`config.mk`:
```
export PLATFORM = sky130hd
export DESIGN_NAME = record_sorter_by_column
export DESIGN_NICKNAME = d
export VERILOG_FILES = /design/src/rtl/core/rsc_pkg.sv /design/src/rtl/core/rsc_ram.sv /design/src/rtl/core/rsc_cmp.sv /design/src/rtl/core/record_sorter_by_column.sv
export SDC_FILE = /design/constraint.sdc
export NUM_CORES = 2
export LEC_CHECK = 0
export BUFFER_PORTS_ARGS = -buffer_cell sky130_fd_sc_hd__buf_2
export CORE_UTILIZATION = 56
export CTS_BUF_LIST = sky130_fd_sc_hd__clkbuf_16
export DETAILED_ROUTE_END_ITERATION = 10
export MAX_ROUTING_LAYER = met4
export PLACE_DENSITY = 0.76
export SYNTH_ARGS = -nofsm -noshare
export SYNTH_HDL_FRONTEND = slang
export SYNTH_SLANG_ARGS = --single-unit
export TNS_END_PERCENT = 100
```
`constraint.sdc`:
```
create_clock -name clk -period 13.15 [get_ports clk]
set_input_delay 0.6575 -clock clk [delete_from_list [all_inputs] [get_ports clk]]
set_output_delay 0.6575 -clock clk [all_outputs]
set_load 0.03 [all_outputs]
```
`src/rtl/core/rsc_pkg.sv`:
```
`default_nettype none

package rsc_pkg;

  // Full width of a packed text key on the ports
  localparam int TEXT_W  = 64;
  localparam int VALUE_W = 32;

  // sort_column codes
  localparam logic [1:0] COL_NONE   = 2'd0;
  localparam logic [1:0] COL_FIRST  = 2'd1;
  localparam logic [1:0] COL_VALUE  = 2'd2;
  localparam logic [1:0] COL_SECOND = 2'd3;

  typedef enum logic [6:0] {
    S_LOAD      = 7'b0000001,
    S_FETCH     = 7'b0000010,
    S_HOLD      = 7'b0000100,
    S_CMP       = 7'b0001000,
    S_PLACE     = 7'b0010000,
    S_EMIT_RD   = 7'b0100000,
    S_EMIT_WAIT = 7'b1000000
  } state_t;

endpackage

`default_nettype wire

```
`src/rtl/core/rsc_ram.sv`:
```
`default_nettype none

module rsc_ram #(
  parameter int WIDTH = 160,
  parameter int DEPTH = 16
) (
  input  wire logic                     clk,
  input  wire logic                     wr_en,
  input  wire logic [$clog2(DEPTH)-1:0] wr_addr,
  input  wire logic [WIDTH-1:0]         wr_data,
  input  wire logic                     rd_en,
  input  wire logic [$clog2(DEPTH)-1:0] rd_addr,
  output logic      [WIDTH-1:0]         rd_data
);

  logic [WIDTH-1:0] mem [DEPTH];

  always_ff @(posedge clk) begin
    if (wr_en) begin
      mem[wr_addr] <= wr_data;
    end
    if (rd_en) begin
      rd_data <= mem[rd_addr];
    end
  end

endmodule

`default_nettype wire

```
`src/rtl/core/rsc_cmp.sv`:
```
`default_nettype none

// Record layout: {first_text, value, second_text}, text keys TW bits each.
module rsc_cmp
  import rsc_pkg::*;
#(
  parameter int TW = 64
) (
  input  wire logic [2*TW+VALUE_W-1:0] rec_a,
  input  wire logic [2*TW+VALUE_W-1:0] rec_b,
  input  wire logic [1:0]              col,
  output logic                         a_gt_b
);

  localparam int RW = 2*TW + VALUE_W;

  logic [TW-1:0]             a_first, b_first, a_second, b_second;
  logic signed [VALUE_W-1:0] a_val, b_val;

  assign a_first  = rec_a[RW-1 -: TW];
  assign b_first  = rec_b[RW-1 -: TW];
  assign a_val    = rec_a[TW +: VALUE_W];
  assign b_val    = rec_b[TW +: VALUE_W];
  assign a_second = rec_a[TW-1:0];
  assign b_second = rec_b[TW-1:0];

  always_comb begin
    case (col)
      COL_FIRST:  a_gt_b = a_first > b_first;
      COL_VALUE:  a_gt_b = a_val > b_val;
      COL_SECOND: a_gt_b = a_second > b_second;
      default:    a_gt_b = 1'b0;  // no column: arrival order
    endcase
  end

endmodule

`default_nettype wire

```
`src/rtl/core/record_sorter_by_column.sv`:
```
// Load: one record per cycle, in_ready high while collecting a set.
// Sort (n >= 2): in-place insertion sort through one registered-read RAM port; a
//   fetch state reads the first record to insert, S_HOLD keeps it, S_CMP shifts each
//   neighbor that ranks above it up one slot or writes it at its hole, S_PLACE at slot 0.
// Emit: one read state (S_EMIT_RD) ahead of the first result, then one transfer per cycle while out_ready is high.
// Reset (rst_n low, synchronous): empty set, overflow clear, sort_column = 1.
`default_nettype none

module record_sorter_by_column
  import rsc_pkg::*;
#(
  parameter int MAX_RECORDS = 16,
  parameter int TEXT_BYTES  = 8
) (
  input  wire logic                      clk,
  input  wire logic                      rst_n,
  // configuration: sort_column
  input  wire logic                      cfg_valid,
  output logic                           cfg_ready,
  input  wire logic [1:0]                cfg_data,
  // record input
  input  wire logic                      in_valid,
  output logic                           in_ready,
  input  wire logic [TEXT_W-1:0]         in_first_text,
  input  wire logic signed [VALUE_W-1:0] in_value,
  input  wire logic [TEXT_W-1:0]         in_second_text,
  input  wire logic                      in_final_record,
  // sorted output
  output logic                           out_valid,
  input  wire logic                      out_ready,
  output logic [TEXT_W-1:0]              out_first_text,
  output logic signed [VALUE_W-1:0]      out_value,
  output logic [TEXT_W-1:0]              out_second_text,
  output logic                           out_final,
  output logic                           out_overflowed
);

  // Only the leading TEXT_BYTES bytes of a key are kept; the rest read back as zero.
  localparam int TW  = 8 * TEXT_BYTES;
  localparam int PAD = TEXT_W - TW;
  localparam int RW  = 2*TW + VALUE_W;
  localparam int AW  = $clog2(MAX_RECORDS);
  localparam int CW  = $clog2(MAX_RECORDS + 1);   // count holds 0..MAX_RECORDS

  state_t          state_r, state_nxt;
  logic [1:0]      sort_col_r;
  logic [CW-1:0]   count_r, count_nxt;    // records held in the set
  logic [CW-1:0]   n_r, n_nxt;            // size of the set being sorted / emitted
  logic [CW-1:0]   i_r, i_nxt;            // insertion sort outer index
  logic [AW-1:0]   j_r, j_nxt;            // hole position
  logic [AW-1:0]   k_r, k_nxt;            // emit index
  logic            ovf_r, ovf_nxt;
  logic [RW-1:0]   held_r, held_nxt;      // record being inserted

  // RAM port signals
  logic            wr_en;
  logic [AW-1:0]   wr_addr;
  logic [RW-1:0]   wr_data;
  logic            rd_en;
  logic [AW-1:0]   rd_addr;
  logic [RW-1:0]   rd_data;

  logic            in_xfer, out_xfer, store_ok, gt;
  logic [CW-1:0]   i_inc;
  logic [AW-1:0]   j_dec;
  logic            emit_last;
  logic [RW-1:0]   in_rec;

  assign in_rec = {in_first_text[TEXT_W-1 -: TW], in_value, in_second_text[TEXT_W-1 -: TW]};

  rsc_ram #(
    .WIDTH (RW),
    .DEPTH (MAX_RECORDS)
  ) u_store (
    .clk     (clk),
    .wr_en   (wr_en),
    .wr_addr (wr_addr),
    .wr_data (wr_data),
    .rd_en   (rd_en),
    .rd_addr (rd_addr),
    .rd_data (rd_data)
  );

  // rd_data holds store[j-1] in S_CMP, compared against the held record
  rsc_cmp #(
    .TW (TW)
  ) u_cmp (
    .rec_a  (rd_data),
    .rec_b  (held_r),
    .col    (sort_col_r),
    .a_gt_b (gt)
  );

  // Config must be written only while idle; the block does not enforce this and always takes it.
  assign cfg_ready = 1'b1;

  assign in_ready  = (state_r == S_LOAD);
  assign out_valid = (state_r == S_EMIT_WAIT);
  assign in_xfer   = in_valid && in_ready;
  assign out_xfer  = out_valid && out_ready;
  assign store_ok  = (count_r < CW'(MAX_RECORDS));
  assign i_inc     = i_r + CW'(1);
  assign j_dec     = j_r - AW'(1);
  assign emit_last = ((CW'(k_r) + CW'(1)) == n_r);

  // RAM output register holds the emitted record while the transfer is stalled
  assign out_first_text  = TEXT_W'(rd_data[RW-1 -: TW]) << PAD;
  assign out_value       = rd_data[TW +: VALUE_W];
  assign out_second_text = TEXT_W'(rd_data[TW-1:0]) << PAD;
  assign out_final       = emit_last;
  assign out_overflowed  = ovf_r;

  always_comb begin
    state_nxt = state_r;
    count_nxt = count_r;
    n_nxt     = n_r;
    i_nxt     = i_r;
    j_nxt     = j_r;
    k_nxt     = k_r;
    ovf_nxt   = ovf_r;
    held_nxt  = held_r;
    wr_en     = 1'b0;
    wr_addr   = j_r;
    wr_data   = held_r;
    rd_en     = 1'b0;
    rd_addr   = k_r;

    case (state_r)
      S_LOAD: begin
        if (in_xfer) begin
          if (store_ok) begin
            wr_en     = 1'b1;
            wr_addr   = count_r[AW-1:0];
            wr_data   = in_rec;
            count_nxt = count_r + CW'(1);
          end else begin
            ovf_nxt = 1'b1;   // full: record dropped
          end
          if (in_final_record) begin
            n_nxt = store_ok ? count_r + CW'(1) : count_r;
            i_nxt = CW'(1);
            k_nxt = '0;
            state_nxt = (n_nxt > CW'(1)) ? S_FETCH : S_EMIT_RD;
          end
        end
      end

      S_FETCH: begin
        rd_en     = 1'b1;
        rd_addr   = i_r[AW-1:0];
        j_nxt     = i_r[AW-1:0];
        state_nxt = S_HOLD;
      end

      S_HOLD: begin
        held_nxt  = rd_data;
        rd_en     = 1'b1;
        rd_addr   = j_dec;
        state_nxt = S_CMP;
      end

      S_CMP: begin
        wr_en = 1'b1;
        if (gt) begin
          // shift neighbor up one slot; next read never hits this write
          wr_data = rd_data;
          j_nxt   = j_dec;
          if (j_dec != '0) begin
            rd_en   = 1'b1;
            rd_addr = j_dec - AW'(1);
          end else begin
            state_nxt = S_PLACE;
          end
        end else begin
          wr_data = held_r;
          i_nxt   = i_inc;
          if (i_inc < n_r) begin
            rd_en     = 1'b1;
            rd_addr   = i_inc[AW-1:0];
            j_nxt     = i_inc[AW-1:0];
            state_nxt = S_HOLD;
          end else begin
            state_nxt = S_EMIT_RD;
          end
        end
      end

      S_PLACE: begin
        wr_en   = 1'b1;
        wr_addr = '0;
        wr_data = held_r;
        i_nxt   = i_inc;
        if (i_inc < n_r) begin
          rd_en     = 1'b1;
          rd_addr   = i_inc[AW-1:0];
          j_nxt     = i_inc[AW-1:0];
          state_nxt = S_HOLD;
        end else begin
          state_nxt = S_EMIT_RD;
        end
      end

      S_EMIT_RD: begin
        rd_en     = 1'b1;
        rd_addr   = k_r;
        state_nxt = S_EMIT_WAIT;
      end

      S_EMIT_WAIT: begin
        if (out_xfer) begin
          if (emit_last) begin
            count_nxt = '0;
            ovf_nxt   = 1'b0;
            state_nxt = S_LOAD;
          end else begin
            k_nxt   = k_r + AW'(1);
            rd_en   = 1'b1;
            rd_addr = k_r + AW'(1);
          end
        end
      end

      default: begin
        state_nxt = S_LOAD;
      end
    endcase
  end

  always_ff @(posedge clk) begin
    if (!rst_n) begin
      state_r    <= S_LOAD;
      sort_col_r <= COL_FIRST;
      count_r    <= '0;
      n_r        <= '0;
      i_r        <= '0;
      j_r        <= '0;
      k_r        <= '0;
      ovf_r      <= 1'b0;
    end else begin
      state_r <= state_nxt;
      count_r <= count_nxt;
      n_r     <= n_nxt;
      i_r     <= i_nxt;
      j_r     <= j_nxt;
      k_r     <= k_nxt;
      ovf_r   <= ovf_nxt;
      if (cfg_valid && cfg_ready) begin
        sort_col_r <= cfg_data;
      end
    end
  end

  always_ff @(posedge clk) begin
    held_r <= held_nxt;
  end

endmodule

`default_nettype wire

```
==> results_tabular.tex, run 1 <==
\begin{tabular}{lr}
\hline
Metric & Value \\
\hline
\multicolumn{2}{l}{\textbf{Status}} \\
Status & did not finish \\
Failing step & detailed routing \\
Error text reported by the tool & [ERROR DRT-0255] Maze Route cannot find path of net in\_first\_text[23] in worker of routeBox ( 434700 289800 ) ( 462460 338100 ). \\
\multicolumn{2}{l}{\textbf{Yosys}} \\
Top flip-flop cell by instance count after synthesis & sky130\_fd\_sc\_hd\_\_edfxtp\_1 \\
Area of the mapped netlist & 0.119 sq mm \\
Total nets after synthesis & 7390 \\
Number of enable flip-flop cells after synthesis & around 2900 \\
Count of state elements after synthesis & 2913 \\
Sequential-to-total area share from yosys stat & 0.734 \\
Fraction of synthesis flops using an asynchronous set or reset pin & 0 \\
Warnings from Yosys & 0 \\
Synthesized instance count & 7053 \\
Post-synthesis average cell area & around 17 sq um \\
Number of distinct library cells after synthesis & 84 \\
\multicolumn{2}{l}{\textbf{Floorplanning}} \\
Die Span Y & 462 um \\
Effective utilization at floorplan & 0.565 \\
Number of top-level design ports & 333 \\
Number of core rows & 168 \\
Die outline width & 462 um \\
\multicolumn{2}{l}{\textbf{GRT}} \\
Via count of the first global-routing pass & 69500 \\
First-pass GRT wire length & 470000 um \\
Largest net degree at the start of global routing & 181 \\
Antenna violations before repair & 26 \\
GR Overflow Total & 0 \\
Global routing usage summed across all routing layers & 0.311 \\
\multicolumn{2}{l}{\textbf{Placed design}} \\
Worst slack at placement & 5.28 ns \\
Routability congestion estimate & 0.871 \\
Inst Count DP & 9872 \\
Detailed placement HPWL & about 170000 um \\
Total of buffers placed on input and output ports & 331 \\
\multicolumn{2}{l}{\textbf{Clocking}} \\
CTS Buf Count & 300 \\
Cts repair resizes & 0 \\
Number of clock sinks seen by CTS & 2913 \\
Root Buffer Master & sky130\_fd\_sc\_hd\_\_clkbuf\_16 \\
Clk buf depth & 4 \\
H-tree lvl count & 5 \\
\hline
\end{tabular}
## Yosys cell counts (7+ instances only)
library cell               instances  area [sq um]
sky130_fd_sc_hd__a211oi_2         82          1030
sky130_fd_sc_hd__dfxtp_1          33           661
sky130_fd_sc_hd__nor3_1          204          1020
sky130_fd_sc_hd__a211oi_1         63           473
sky130_fd_sc_hd__o21ai_1           7          35.0
sky130_fd_sc_hd__xnor2_1           8          70.1
sky130_fd_sc_hd__a21oi_1         887          4440
sky130_fd_sc_hd__o211ai_1         56           420
sky130_fd_sc_hd__mux2i_1          14           140
sky130_fd_sc_hd__ha_1            169          2110
sky130_fd_sc_hd__clkbuf_1        243           912
sky130_fd_sc_hd__nor2b_1          19           119
sky130_fd_sc_hd__a21boi_0         10          75.1
sky130_fd_sc_hd__o22ai_1         142           888
sky130_fd_sc_hd__nor4_1           28           175
sky130_fd_sc_hd__nand2_1         491          1840
sky130_fd_sc_hd__a32o_1          136          1360
sky130_fd_sc_hd__o21ai_0         244          1220
sky130_fd_sc_hd__buf_4            58           435
sky130_fd_sc_hd__inv_1           222           833
sky130_fd_sc_hd__o21a_1            7          52.6
sky130_fd_sc_hd__nor2_1          234           878
sky130_fd_sc_hd__mux4_2          480         10800
sky130_fd_sc_hd__edfxtp_1       2880         86500
sky130_fd_sc_hd__nand4_1          25           156
sky130_fd_sc_hd__nand3_1          25           125
sky130_fd_sc_hd__buf_2           140           701
sky130_fd_sc_hd__a21o_1           17           128
## kinds of logic after synthesis
logic type / synth area share
and+or+nand+nor: 0.0398
muxes: 0.0923
xor gates and xnor gates: 0.00103
other: 0.0000316
AOI/OAI and AO/OA: 0.0902
adders and majority gates: 0.0178
DFF: 0.734
buffers and inverters: 0.0249
## through the flow
stage                      util  hold slack [ns]  cell area, sq um
after CTS                 0.629            0.143            132000
after global placement    0.586            0.484            123000
after global routing      0.630            0.204            132000
after floorplan               -            0.494            119000
after detailed placement  0.586            0.500            123000
## repair_timing
action,4_1_cts,5_1_grt
buffers inserted,0,0
hold buffers,4,0
endpoints found under the hold margin,2,0
## metal layers
layer  global-route usage
met1                0.404
met2                0.472
met3               0.0709
met4                0.138
met5                    -
==> run 2, diff against run 1 <==
CORE_UTILIZATION = 40   (was 56)
CTS_BUF_LIST = default   (was sky130_fd_sc_hd__clkbuf_16)
MAX_ROUTING_LAYER = default   (was met4)
PLACE_DENSITY = default   (was 0.76)
PLACE_DENSITY_LB_ADDON = 0.15   (was default)
clock period = 17.1 ns   (was 13.15 ns; I/O delays follow)
==> run 2 against run 1 <==
  * The flow now finishes without violations
  * Synthesized area unchanged
  * Synthesized cell count is the same
  * Global-route usage fell by 7.8 points
==> results_tabular.tex, run 2 <==
\begin{tabular}{lr}
\hline
Metric & Value \\
\hline
\multicolumn{2}{l}{\textbf{Power and ir drop}} \\
Peak ir drop on the vdd network & 0.213 mV \\
Clock share of power & 0.273 \\
Switching fraction of total power & 0.330 \\
Post-layout power & 0.0244 W \\
Pwr/cell area & about 180 mW/mm\^{}2 \\
Sequential group share of total power & 0.454 \\
Power spent charging and discharging nets & 0.00806 W \\
Internal Pwr Total & 0.0164 W \\
Fraction of power consumed by combinational cells & 0.274 \\
Lkg Pwr & 43.7 nW \\
\multicolumn{2}{l}{\textbf{Clocking}} \\
Source-to-sink clock delay at the later pin of the worst-skew pair & 0.93 ns \\
Cts repair resizes & 0 (unchanged) \\
Root Buffer Master & sky130\_fd\_sc\_hd\_\_clkbuf\_16 (unchanged) \\
Number of clock sinks seen by CTS & 2913 (unchanged) \\
H-tree lvl count & 5 (unchanged) \\
Setup bufs post-CTS & 0 (unchanged) \\
Clock input transition at the sequential cells of the worst setup and hold paths & roughly 0.060 ns \\
Clk buf depth & 4 (unchanged) \\
Clock tree from TritonCTS & built \\
Number of hold buffers added after cts & 0 (was 4) \\
CTS Buf Count & 318 (was 300) \\
\multicolumn{2}{l}{\textbf{GRT}} \\
GR Overflow Total & 0 (unchanged) \\
First-pass GRT wire length & 502000 um (was 470000 um) \\
Largest net degree at the start of global routing & 159 (was 181) \\
Via count of the first global-routing pass & 67400 (was 69500) \\
Antenna violations before repair & 11 (was 26) \\
Global routing usage summed across all routing layers & 0.232 (was 0.311) \\
\multicolumn{2}{l}{\textbf{Worst setup path}} \\
CP bufs+invs & 4 \\
Kind of cell adding the most delay to the critical path & compound AO/OA/AOI/OAI gates \\
Startpoint kind of the worst setup timing path & register \\
Cell at the slowest stage of the critical path & sky130\_fd\_sc\_hd\_\_a21boi\_0 \\
Arrival time worst endpoint & 9.50 ns \\
Type of element capturing the critical path & register \\
Highest fanout seen on the critical path & 67 \\
Required time worst endpoint & between 15 and 20 ns \\
WS Path Type & register to register \\
CP peak stage delay & 1.03 ns \\
Cell repeated most along the worst path & sky130\_fd\_sc\_hd\_\_buf\_4 \\
Cell Chain, Critical Path & ha\_1 > nand4\_1 > nor3\_1 > buf\_4 > a21boi\_0 > or4b\_1 > a221oi\_2 > a211o\_1 > nor3\_2 > a211o\_4 > buf\_4 > buf\_4 > buf\_4 > mux4\_2 > nor3\_1 > a211oi\_1 \\
\multicolumn{2}{l}{\textbf{Yosys}} \\
Yosys top cell by area & sky130\_fd\_sc\_hd\_\_edfxtp\_1 (unchanged) \\
Most frequent cell after synthesis & sky130\_fd\_sc\_hd\_\_edfxtp\_1 (unchanged) \\
Warnings from Yosys & 0 (unchanged) \\
Number of distinct library cells after synthesis & 84 (unchanged) \\
Synthesized instance count & 7053 (unchanged) \\
Area of the mapped netlist & 0.119 sq mm (unchanged) \\
Cell types with the highest counts after synthesis & sky130\_fd\_sc\_hd\_\_edfxtp\_1 (2880), sky130\_fd\_sc\_hd\_\_a21oi\_1 (887), sky130\_fd\_sc\_hd\_\_nand2\_1 (491) (unchanged) \\
Total nets after synthesis & 7390 (unchanged) \\
Top flip-flop cell by instance count after synthesis & sky130\_fd\_sc\_hd\_\_edfxtp\_1 (unchanged) \\
Number of enable flip-flop cells after synthesis & 2880 (unchanged) \\
Post-synth top area share & 0.728 (unchanged) \\
Sequential-to-total area share from yosys stat & 0.734 (unchanged) \\
Fraction of synthesis flops using an asynchronous set or reset pin & 0 (unchanged) \\
Largest cells by area after synthesis & sky130\_fd\_sc\_hd\_\_edfxtp\_1 (73\%), sky130\_fd\_sc\_hd\_\_mux4\_2 (9.1\%), sky130\_fd\_sc\_hd\_\_a21oi\_1 (3.7\%) (unchanged) \\
Post-synthesis average cell area & 16.8 sq um (unchanged) \\
Count of state elements after synthesis & 2913 (unchanged) \\
\multicolumn{2}{l}{\textbf{Timing}} \\
Worst hold margin & 0.178 ns \\
Setup TNS after final layout & 0 ns \\
Clock skew & 0.0601 ns \\
Final Hold Viols & 0 \\
Worst slew margin relative to its limit & 0.0243 \\
Total count of max-transition violations in the final report & 0 \\
Period minus WS final & 8.89 ns \\
Peak Freq & 112 MHz \\
Setup repair after global routing missed its margin & no \\
Setup-failing EPs final & 0 \\
Final period utilization & 0.520 \\
Worst-Margin Slew & 1.46 ns \\
\multicolumn{2}{l}{\textbf{Drt}} \\
Routed len/inst & roughly 31 um \\
Wire length on met3 & 25500 um \\
Routed WL & $\sim$350000 um \\
Routed met1 length & roughly 150000 um \\
Total via count in the routed design & 68300 \\
Number of routed nets with antenna violations & 0 \\
Via count normalized by instance count & 5.89 \\
Highest Signal Layer & met4 \\
Number of remaining DRC errors & 0 \\
Wire length on met2 & approximately 170000 um \\
Iter 0 DRT Violations & 7787 \\
Number of iterations in the first detailed-routing pass & 6 \\
\multicolumn{2}{l}{\textbf{Placed design}} \\
Detailed placement HPWL & 182000 um (was 168000 um) \\
Routability congestion estimate & 0.802 (was 0.871) \\
Inst Count DP & 11000 (was 9872) \\
Total of buffers placed on input and output ports & 331 (unchanged) \\
\multicolumn{2}{l}{\textbf{Finish}} \\
Post-layout net count & 7744 \\
Filler-free cell count of the finished design & 11600 \\
Top library cells by usage in the layout, fill and taps aside & sky130\_fd\_sc\_hd\_\_edfxtp\_1 (2880), sky130\_fd\_sc\_hd\_\_a21oi\_1 (882), sky130\_fd\_sc\_hd\_\_nand2\_1 (488), sky130\_fd\_sc\_hd\_\_mux4\_2 (480), sky130\_fd\_sc\_hd\_\_buf\_2 (331) \\
Signed area change from the synthesized netlist to the final layout & 13.5\% \\
Largest reg by FF count & u\_store.mem \\
Flip-flop count of the largest register after layout & 2560 \\
Commonest non-fill, non-tap cell in the layout & sky130\_fd\_sc\_hd\_\_edfxtp\_1 \\
Top Registers & u\_store.mem x2560, held\_r x160, u\_store.rd\_data x160 \\
Share of cells above drive strength 1 & 0.202 \\
\multicolumn{2}{l}{\textbf{Floorplanning}} \\
Number of core rows & 199 (was 168) \\
Die outline width & 547 um (was 462 um) \\
Effective utilization at floorplan & 0.403 (was 0.565) \\
Core Box Area & just under 0.3 sq mm \\
Die Outline Area & 0.299 sq mm \\
Die Span Y & 547 um (was 462 um) \\
Number of top-level design ports & 333 (unchanged) \\
\multicolumn{2}{l}{\textbf{Min path}} \\
Worst hold-check path type & input port to register \\
\multicolumn{2}{l}{\textbf{Status}} \\
Status & finished clean (was did not finish) \\
\multicolumn{2}{l}{\textbf{Run}} \\
Number of max-capacitance violations reported & 0 \\
\hline
\end{tabular}
run 2: cell counts after synthesis:
Identical to the previous run, type by type.
run 2: cell type report:
cell class	instances	area, sq um
multi-input combinational	3465	28900
clock inverter	177	1520
fill	25300	160000
tap	3919	4900
timing repair buffer	486	3080
clock buffer	397	8420
antenna	11	27.5
inverter	223	850
sequential	2913	87100
run 2: power groups by stage:
stage          Combinational (W)  Clock [W]  Sequential [W]
3_3_place_gp             0.00647          0          0.0112
6_report                 0.00668    0.00666          0.0111
5_1_grt                  0.00723    0.00702          0.0111
3_5_place_dp             0.00664          0          0.0112
2_1_floorplan            0.00398          0          0.0113
4_1_cts                  0.00666    0.00677          0.0111
run 2: routing by layer:
layer	up-vias	GRT usage
li1	29000	-
met1	36200	0.331
met2	2580	0.374
met3	453	0.0375
met4	0	0.0563
met5	-	0
run 2: stage by stage:
stage / setup WS (ns) / utilization / cell area [sq um]
after floorplan: 2.33 / - / 119000
after global placement: 8.37 / 0.424 / 125000
after detailed placement: 8.34 / 0.424 / 125000
after CTS: 8.23 / 0.457 / 135000
after global routing: 7.85 / 0.458 / 135000
final: 8.21 / 0.458 / 135000
run 2: cells by family after synthesis:
group	synth area share
compound gates	0.0902
xor+xnor	0.00103
fa+ha+maj	0.0178
buf+inv	0.0249
flops	0.734
mux	0.0923
other cells	0.0000316
simple gates	0.0398
run 2: worst reg2reg max path: stages (launching register included):
cell and delay [ns]:
sky130_fd_sc_hd__edfxtp_1 0.45, sky130_fd_sc_hd__ha_1 0.36, sky130_fd_sc_hd__nand4_1 0.16, sky130_fd_sc_hd__nor3_1 0.35
sky130_fd_sc_hd__buf_4 0.25, sky130_fd_sc_hd__a21boi_0 1.04, sky130_fd_sc_hd__or4b_1 0.58, sky130_fd_sc_hd__a221oi_2 0.22
sky130_fd_sc_hd__a211o_1 0.44, sky130_fd_sc_hd__nor3_2 0.47, sky130_fd_sc_hd__a211o_4 0.67, sky130_fd_sc_hd__buf_4 0.93
sky130_fd_sc_hd__buf_4 0.78, sky130_fd_sc_hd__buf_4 0.86, sky130_fd_sc_hd__mux4_2 0.39, sky130_fd_sc_hd__nor3_1 0.05
sky130_fd_sc_hd__a211oi_1 0.60
run 2: worst paths after layout:
path                                  startpoint                            end  slack (ns)  cells past startpoint
setup / recovery   u_store.rd_data[14]$_DFFE_PP_  u_store.rd_data[50]$_DFFE_PP_        8.21                     16
hold / removal                       cfg_data[0]     sort_col_r[0]$_SDFFE_PN1P_        0.18                      3
setup reg to reg   u_store.rd_data[14]$_DFFE_PP_  u_store.rd_data[50]$_DFFE_PP_        8.21                     16
hold reg to reg   u_store.rd_data[122]$_DFFE_PP_          held_r[122]$_DFFE_PP_        0.51                      0
No activity file was read; power rests on OpenSTA's default activity.
